--- src/cvn_pkg.sv ---
// Package for the complex vector normaliser: widths, buffer depth and controller state codes.
// Depends on nothing; every other file refers to it by scoped names.
package cvn_pkg;
	localparam int MaxLen    = 64;
	localparam int AddrW     = 6;
	localparam int CountW    = 7;
	localparam int DataW     = 16;
	localparam int EnergyW   = 38;
	localparam int RadW      = 54;
	localparam int NormW     = 27;
	localparam int QuotW     = 16;

	localparam logic [2:0] StLoad  = 3'd0;
	localparam logic [2:0] StRoot  = 3'd1;
	localparam logic [2:0] StRead  = 3'd2;
	localparam logic [2:0] StWait  = 3'd3;
	localparam logic [2:0] StDiv   = 3'd4;
	localparam logic [2:0] StEmit  = 3'd5;
endpackage

--- src/complex_vector_normalize.sv ---
// Top level of the complex vector normaliser: buffer, energy accumulator and sequencer.
// Depends on cvn_pkg, cvn_sqrt and cvn_div.
//
// Elements are taken one per cycle while busy is low.
// When an element marked last (or the 64th) is taken, busy rises: the bit-serial square
// root forms the norm, then each element is read from the buffer, given a wait state for
// the data to land, divided by the norm in two passes of the radix-2 divider, real part
// then imaginary part, and emitted; a zero norm skips the divider passes. Each result
// appears for one cycle on the strobe valid; the receiver cannot stall it. busy falls in the
// cycle that carries the last result.
module complex_vector_normalize (
	input  logic               clk,
	input  logic               arst_n,
	input  logic               start,
	output logic               busy,
	input  logic signed [15:0] in_real,
	input  logic signed [15:0] in_imag,
	input  logic               last_in,
	output logic               valid,
	output logic signed [15:0] out_real,
	output logic signed [15:0] out_imag,
	output logic [26:0]        vector_norm_value,
	output logic               zero_norm,
	output logic               last_out
);
	logic [cvn_pkg::DataW-1:0]   real_mem [cvn_pkg::MaxLen];
	logic [cvn_pkg::DataW-1:0]   imag_mem [cvn_pkg::MaxLen];
	logic [cvn_pkg::EnergyW-1:0] energy_q;
	logic [cvn_pkg::CountW-1:0]  count_q;
	logic [cvn_pkg::CountW-1:0]  idx_q;
	logic [2:0]                  state_q;
	logic                        part_q;
	logic [cvn_pkg::DataW-1:0]   rd_real_q;
	logic [cvn_pkg::DataW-1:0]   rd_imag_q;
	logic [cvn_pkg::QuotW-1:0]   qr_q;
	logic [cvn_pkg::NormW-1:0]   norm_q;
	logic                        take;
	logic                        ends;
	logic [31:0]                 sq_sum;
	logic                        sq_start;
	logic                        sq_done;
	logic [cvn_pkg::NormW-1:0]   sq_root;
	logic                        dv_start;
	logic                        dv_done;
	logic [cvn_pkg::QuotW-1:0]   dv_q;

	assign take   = start && !busy;
	assign ends   = last_in || (count_q == 7'(cvn_pkg::MaxLen - 1));
	assign busy   = (state_q != cvn_pkg::StLoad);
	assign sq_sum = 32'(in_real * in_real) + 32'(in_imag * in_imag);
	assign sq_start = take && ends;

	cvn_sqrt u_sqrt (
		.clk      (clk),
		.arst_n   (arst_n),
		.start    (sq_start),
		.radicand ({energy_q + cvn_pkg::EnergyW'(sq_sum), 16'd0}),
		.done     (sq_done),
		.root     (sq_root)
	);

	cvn_div u_div (
		.clk    (clk),
		.arst_n (arst_n),
		.start  (dv_start),
		.x      (part_q ? rd_imag_q : rd_real_q),
		.norm   (norm_q),
		.done   (dv_done),
		.q      (dv_q)
	);

	always_ff @(posedge clk) begin
		if (take) begin
			real_mem[count_q[cvn_pkg::AddrW-1:0]] <= in_real;
			imag_mem[count_q[cvn_pkg::AddrW-1:0]] <= in_imag;
		end
		rd_real_q <= real_mem[idx_q[cvn_pkg::AddrW-1:0]];
		rd_imag_q <= imag_mem[idx_q[cvn_pkg::AddrW-1:0]];
		if (sq_done) norm_q <= sq_root;
		if (dv_done && !part_q) qr_q <= dv_q;
	end

	always_ff @(posedge clk or negedge arst_n) begin
		if (!arst_n) begin
			state_q  <= cvn_pkg::StLoad;
			energy_q <= '0;
			count_q  <= '0;
			idx_q    <= '0;
			part_q   <= 1'b0;
			dv_start <= 1'b0;
			valid    <= 1'b0;
		end else begin
			dv_start <= 1'b0;
			valid    <= 1'b0;
			case (state_q)
				cvn_pkg::StLoad: begin
					if (take) begin
						count_q  <= count_q + 7'd1;
						energy_q <= energy_q + cvn_pkg::EnergyW'(sq_sum);
						if (ends) state_q <= cvn_pkg::StRoot;
					end
				end
				cvn_pkg::StRoot: begin
					idx_q <= '0;
					if (sq_done) state_q <= cvn_pkg::StRead;
				end
				cvn_pkg::StRead: begin
					// Memory read is registered; StWait lets the data land in rd_real_q and rd_imag_q.
					part_q  <= 1'b0;
					state_q <= cvn_pkg::StWait;
				end
				cvn_pkg::StWait: begin
					if (norm_q == '0) begin
						state_q <= cvn_pkg::StEmit;
					end else begin
						dv_start <= 1'b1;
						state_q  <= cvn_pkg::StDiv;
					end
				end
				cvn_pkg::StDiv: begin
					if (dv_done) begin
						if (!part_q) begin
							part_q   <= 1'b1;
							dv_start <= 1'b1;
						end else begin
							state_q <= cvn_pkg::StEmit;
						end
					end
				end
				cvn_pkg::StEmit: begin
					valid <= 1'b1;
					idx_q <= idx_q + 7'd1;
					if (idx_q + 7'd1 == count_q) begin
						state_q  <= cvn_pkg::StLoad;
						count_q  <= '0;
						energy_q <= '0;
					end else begin
						state_q <= cvn_pkg::StRead;
					end
				end
				default: state_q <= cvn_pkg::StLoad;
			endcase
		end
	end

	logic [cvn_pkg::QuotW-1:0] qi_q;
	logic                      lst_q;
	always_ff @(posedge clk) begin
		if (state_q == cvn_pkg::StEmit) begin
			qi_q  <= (norm_q == '0) ? '0 : dv_q;
			lst_q <= (idx_q + 7'd1 == count_q);
		end
	end

	assign out_real          = (norm_q == '0) ? 16'sd0 : qr_q;
	assign out_imag          = qi_q;
	assign vector_norm_value = norm_q;
	assign zero_norm         = (norm_q == '0);
	assign last_out          = lst_q;
endmodule

--- src/cvn_sqrt.sv ---
// Bit-serial floor square root: one result bit per cycle, 27-bit root.
// Depends on cvn_pkg.
module cvn_sqrt (
	input  logic                        clk,
	input  logic                        arst_n,
	input  logic                        start,
	input  logic [cvn_pkg::RadW-1:0]    radicand,
	output logic                        done,
	output logic [cvn_pkg::NormW-1:0]   root
);
	logic [cvn_pkg::RadW-1:0]  rad_q;
	logic [cvn_pkg::NormW+1:0] rem_q;
	logic [cvn_pkg::NormW-1:0] root_q;
	logic [4:0]                cnt_q;
	logic                      run_q;
	logic [cvn_pkg::NormW+1:0] trial;
	logic [cvn_pkg::NormW+1:0] trial_sub;

	// Bring down two radicand bits, then try subtracting 4*root + 1.
	assign trial     = {rem_q[cvn_pkg::NormW-1:0], rad_q[cvn_pkg::RadW-1 -: 2]};
	assign trial_sub = {root_q, 2'b01};

	always_ff @(posedge clk or negedge arst_n) begin
		if (!arst_n) begin
			run_q <= 1'b0;
			done  <= 1'b0;
			cnt_q <= '0;
		end else begin
			done <= 1'b0;
			if (start) begin
				run_q <= 1'b1;
				cnt_q <= 5'(cvn_pkg::NormW - 1);
			end else if (run_q) begin
				if (cnt_q == '0) begin
					run_q <= 1'b0;
					done  <= 1'b1;
				end
				cnt_q <= cnt_q - 5'd1;
			end
		end
	end

	always_ff @(posedge clk) begin
		if (start) begin
			rad_q  <= radicand;
			rem_q  <= '0;
			root_q <= '0;
		end else if (run_q) begin
			rad_q <= {rad_q[cvn_pkg::RadW-3:0], 2'b00};
			if (trial >= trial_sub) begin
				rem_q  <= trial - trial_sub;
				root_q <= {root_q[cvn_pkg::NormW-2:0], 1'b1};
			end else begin
				rem_q  <= trial;
				root_q <= {root_q[cvn_pkg::NormW-2:0], 1'b0};
			end
		end
	end

	assign root = root_q;
endmodule

--- src/cvn_div.sv ---
// Radix-2 restoring divider of |x| * 2^23 by the norm, saturated to Q1.15, 17 steps.
// Depends on cvn_pkg.
module cvn_div (
	input  logic                        clk,
	input  logic                        arst_n,
	input  logic                        start,
	input  logic [cvn_pkg::DataW-1:0]   x,
	input  logic [cvn_pkg::NormW-1:0]   norm,
	output logic                        done,
	output logic [cvn_pkg::QuotW-1:0]   q
);
	// Quotients of interest fit 17 bits once the saturation case is caught,
	// so the dividend needs only 17 steps after a pre-check: mag*2^23 >= norm*2^17.
	logic [cvn_pkg::NormW:0]   rem_q;
	logic [16:0]               num_q;
	logic [16:0]               quo_q;
	logic [cvn_pkg::NormW-1:0] den_q;
	logic                      neg_q;
	logic                      ovf_q;
	logic [4:0]                cnt_q;
	logic                      run_q;
	logic [cvn_pkg::NormW:0]   trial;
	logic [15:0]               mag;
	logic [16:0]               qsat;

	assign mag     = x[15] ? 16'(-x) : x;
	assign trial   = {rem_q[cvn_pkg::NormW-1:0], num_q[16]};

	always_ff @(posedge clk or negedge arst_n) begin
		if (!arst_n) begin
			run_q <= 1'b0;
			done  <= 1'b0;
			cnt_q <= '0;
		end else begin
			done <= 1'b0;
			if (start) begin
				run_q <= 1'b1;
				cnt_q <= 5'd16;
			end else if (run_q) begin
				if (cnt_q == '0) begin
					run_q <= 1'b0;
					done  <= 1'b1;
				end
				cnt_q <= cnt_q - 5'd1;
			end
		end
	end

	// The dividend's upper part, mag * 2^6, is loaded as the starting remainder;
	// the 17 low bits (all zero) are shifted in as quotient bits are formed.
	always_ff @(posedge clk) begin
		if (start) begin
			rem_q <= (cvn_pkg::NormW+1)'({mag, 6'd0});
			num_q <= '0;
			quo_q <= '0;
			den_q <= norm;
			neg_q <= x[15];
			ovf_q <= cvn_pkg::NormW'({mag, 6'd0}) >= norm;
		end else if (run_q) begin
			num_q <= {num_q[15:0], 1'b0};
			if (trial >= {1'b0, den_q}) begin
				rem_q <= trial - {1'b0, den_q};
				quo_q <= {quo_q[15:0], 1'b1};
			end else begin
				rem_q <= trial;
				quo_q <= {quo_q[15:0], 1'b0};
			end
		end
	end

	always_comb begin
		if (ovf_q) qsat = 17'h1FFFF;
		else       qsat = quo_q;
		if (neg_q) begin
			if (qsat > 17'd32768) q = 16'h8000;
			else                  q = 16'(17'h10000 - qsat);
		end else begin
			if (qsat > 17'd32767) q = 16'h7FFF;
			else                  q = qsat[15:0];
		end
	end
endmodule

--- config.mk ---
export PLATFORM = sky130hd
export DESIGN_NAME = complex_vector_normalize
export DESIGN_NICKNAME = d
export VERILOG_FILES = /design/src/cvn_pkg.sv /design/src/complex_vector_normalize.sv /design/src/cvn_sqrt.sv /design/src/cvn_div.sv
export SDC_FILE = /design/constraint.sdc
export NUM_CORES = 2
export LEC_CHECK = 0
export ABC_CLOCK_PERIOD_IN_PS = 6000
export BUFFER_PORTS_ARGS = -buffer_cell sky130_fd_sc_hd__buf_2
export CAP_MARGIN = 5
export CELL_PAD_IN_SITES_DETAIL_PLACEMENT = 1
export CELL_PAD_IN_SITES_GLOBAL_PLACEMENT = 2
export CORE_MARGIN = 2
export CORE_UTILIZATION = 49
export CTS_BUF_LIST = sky130_fd_sc_hd__clkbuf_16
export DETAILED_ROUTE_END_ITERATION = 8
export GPL_ROUTABILITY_DRIVEN = 0
export PLACE_DENSITY_LB_ADDON = 0.05
export SKIP_LAST_GASP = 1
export SYNTH_ARGS = -nofsm -noshare
export SYNTH_HDL_FRONTEND = slang
export SYNTH_HIERARCHICAL = 1
export SYNTH_SLANG_ARGS = --single-unit
--- constraint.sdc ---
create_clock -name clk -period 6 [get_ports clk]
set_input_delay 0.6 -clock clk [delete_from_list [all_inputs] [get_ports clk]]
set_output_delay 0.6 -clock clk [all_outputs]
set_load 0.005 [all_outputs]
==> PnR_summary.wiki <==
{| class="wikitable"
! Metric !! Value
|-
| Cell type of the slowest stage on the worst timing path || fa_1
|-
| Endpoint of the worst-slack reg-to-reg timing path || u_div/ovf_q$_DFFE_PP_
|-
| Max_cap viols || 0
|-
| Cell types with the largest area share after synthesis || edfxtp_1 58%, mux4_2 13%, fa_1 9.1%, ha_1 2.9%, inv_1 2.5%
|-
| Dominant combinational cell family by area after synthesis || multiplexers
|-
| Pin count of the biggest net entering global routing || 123
|-
| Launch point of the worst reg-to-reg path || part_q$_DFFE_PN0P_
|-
| Initial antenna violation count || 24
|-
| Clock slew at reported path FFs || 0.06 ns
|-
| Area share of fa/ha/maj cells after synthesis || 12.0%
|-
| Post-route clock skew || 0.0925 ns
|-
| Post-synth EDFFs || 2207
|-
| Remaining max-slew budget at the tightest pin || 18.7%
|-
| Max Clk Rate || 118 MHz
|-
| Sink count of the clock tree || 2393
|-
| Layout Nets || 8264
|-
| Buffer cell driving the clock tree root || clkbuf_16
|-
| Total routing resource utilization after global routing || 26.7%
|-
| Worst hold margin || 0.0571 ns
|-
| Worst skew pair latency || 0.89 ns
|-
| Die X || 488 µm
|-
| Crit-path max cell delay || 0.53 ns
|-
| Via Count || 62400
|-
| Yosys warning total || 6
|-
| Area growth from synthesis to layout || 15.7%
|-
| Count of final hold-check violations || 0
|-
| Setup crit start || in_real[5]
|-
| Largest fanout on the critical path || 6
|-
| Yosys top cell by area || edfxtp_1
|-
| Arr. time, crit path || 9.05 ns
|-
| Kind of capture point of the worst setup path || flip-flop
|-
| Grt total ovfl || 0
|-
| Avg WL per Cell || 29.1 µm
|-
| Fraction of synthesis flops using an asynchronous set or reset pin || 3.01%
|-
| Xor/xnor cell area share of the yosys netlist || 1.31%
|-
| Synth top area share || 57.8%
|-
| Slew of the pin with the lowest slew margin || 1.22 ns
|-
| Post-synthesis instance total || 6756
|-
| Number of vias per cell || 5.82
|-
| Critical path startpoint category || input port
|-
| #FFs+latches synth || 2393
|-
| Full die area || 238000 µm²
|-
| Std cell rows || 177
|-
| TritonCTS clock tree || built
|-
| Multiplexer fraction of the synthesized cell area || 14.5%
|-
| Class of the tightest hold or removal check || input port to flip-flop
|-
| Total detailed-routing wirelength || 312 mm
|-
| Max Buffers Root-to-Sink || 3
|-
| Violated checks || setup timing
|-
| Area of the core region || 233000 µm²
|-
| Global-route wire length before repair || 461 mm
|-
| Post-route DRC || 0
|-
| Fraction of layout instances using a drive strength above 1 || 28.1%
|-
| Basic-gate share of the synthesized area counting and, or, nand and nor cells || 4.32%
|-
| Least setup slack across all paths after layout || -2.50 ns
|-
| Average footprint of a synthesized cell || 17.0 µm²
|-
| Worst path required time || 6.55 ns
|-
| Max-slew violation total from the final report || 0
|-
| Port-buffer cells || 98
|-
| Worst hold stages || 1
|-
| Unique cell type count in the Yosys netlist || 93
|-
| Hold Crit Start || in_real[15]
|-
| Depth of the CTS H-tree || 4
|-
| Die height || 488 µm
|-
| Critical Setup Path Class || input port to flip-flop
|-
| Outcome || finished with violations
|-
| Most common flop cell mapped by yosys || edfxtp_1
|-
| Antenna-violating nets left || 0
|-
| Share of the synthesized area in compound gates (AO/OA/AOI/OAI) || 2.87%
|-
| Area of the mapped netlist || 115000 µm²
|-
| Number of violations reported at the end of detailed-routing iteration 0 || 5085
|-
| Register area share after synthesis || 61.4%
|-
| Critical path's most frequent cell || fa_1
|-
| CTS buffer count || 238
|-
| Min cycle time layout || 8.50 ns
|-
| WHS Endpoint || real_mem[53][15]$_DFFE_PP_
|-
| DPL Wire Length || 206 mm
|-
| Accumulated negative setup slack || -108.67 ns
|-
| Initial standard-cell utilization of the core || 49.3%
|-
| Reg2reg setup slack || 1.44 ns
|-
| Path depth of the worst reg2reg path || 9
|-
| Post-route clock period utilization || 142%
|-
| Final Setup Violations || 60
|-
| Top Ports || 99
|-
| Number of iterations in the first detailed-routing pass || 5
|-
| Vias in the first global route || 67900
|-
| Unrepaired setup endpoints after global routing || true
|}
synth_stat cells (all sizes together), types with 36 or more instances:
cell type,number
edfxtp,2207
inv,772
mux4,672
fa,523
nand2,343
ha,261
nor2,258
clkbuf,193
o21ai,126
a21oi,123
xnor2,121
dfxtp,114
and2,100
buf,99
mux2,73
dfrtp,72
nor2b,65
nand3,63
mux2i,60
xor2,50
a21o,45
nor3,43
nand2b,36
stage by stage:
step | util (%) | instance area [µm²] | worst slack, ns | cells
floorplan | - | 115000 | -2.71 | 6772
global placement | 53.0 | 123000 | -3.53 | 10200
detailed placement | 53.0 | 123000 | -3.63 | 10200
CTS | 56.5 | 131000 | -2.49 | 10700
global route | 57.0 | 133000 | -2.79 | 10700
finish | 57.0 | 133000 | -2.50 | 10700
metal layers:
layer	vias up	track usage, %	routed length, µm
li1	26600	-	-
met1	33700	37.3	129000
met2	1740	44.2	155000
met3	344	4.08	19700
met4	6	6.68	7770
met5	-	0	32
worst max-delay path: cells and delay by family:
kind | cells | cell delay (ns)
buffers and inverters | 9 | 0.89
muxes | 1 | 0.27
and+or+nand+nor | 6 | 0.84
xor gates and xnor gates | 2 | 0.27
adders and majority gates | 10 | 4.48
AOI/OAI and AO/OA | 9 | 1.71
how the worst max path moves through the flow:
| stage | endpoint |
|---|---|
| 3_3_place_gp | u_sqrt/rad_q[48]$_DFFE_PP_ |
| 4_1_cts | u_sqrt/rad_q[50]$_DFFE_PP_ |
| 2_1_floorplan | u_sqrt/rad_q[50]$_DFFE_PP_ |
| 3_5_place_dp | u_sqrt/rad_q[48]$_DFFE_PP_ |
| 6_report | u_sqrt/rad_q[50]$_DFFE_PP_ |
| 5_1_grt | u_sqrt/rad_q[50]$_DFFE_PP_ |
state kept, by name (all words and copies together), names as in the netlist, 7 cells and up:
| name | cells |
|---|---|
| vector_norm_value | 27 |
| rd_imag_q | 16 |
| out_imag | 16 |
| u_div/rem_q | 27 |
| u_sqrt/rem_q | 27 |
| qr_q | 16 |
| count_q | 7 |
| rd_real_q | 16 |
| imag_mem | 1024 |
| idx_q | 7 |
| energy_q | 38 |
| u_sqrt/rad_q | 54 |
| u_div/den_q | 27 |
| u_div/quo_q | 17 |
| u_sqrt/root | 27 |
| real_mem | 1024 |
cells by family after synthesis:
group,Yosys count
compound gates,503
simple gates,1034
mux,805
xor+xnor,171
flops,2393
other cells,1
fa+ha+maj,784
buf+inv,1065
what timing repair did:
item	4_1_cts	5_1_grt
setup buffers	23	39
hold endpoints to repair	14	0
setup endpoints to repair	61	62
gates cloned	0	4
pin swaps	64	118
hold buffers	1	0
gates resized for setup	65	202
layout by cell type (no fill, tap or decap), types with 85 or more instances in the layout:
cell type	n
dfxtp_1	114
xnor2_1	103
nor2_1	181
and2_1	85
edfxtp_1	2207
nand2_1	318
fa_1	507
mux4_2	672
a21oi_1	102
buf_4	560
ha_1	243
o21ai_0	99
clkbuf_16	243
inv_1	768
final cells by class:
class                           instances  area (µm²)
Sequential cell                      2393       70400
Multi-Input combinational cell       3314       41700
Inverter                              773        2910
Fill cell                           21000      100000
Tap cell                             3043        3810
Timing Repair Buffer                  724        5930
Clock inverter                        216        1880
Antenna cell                            6        15.0
Clock buffer                          239        5980
Power is left out: the tool's default activity adds up to more than one toggle a clock period on the data nets, which glitch-free logic cannot reach.
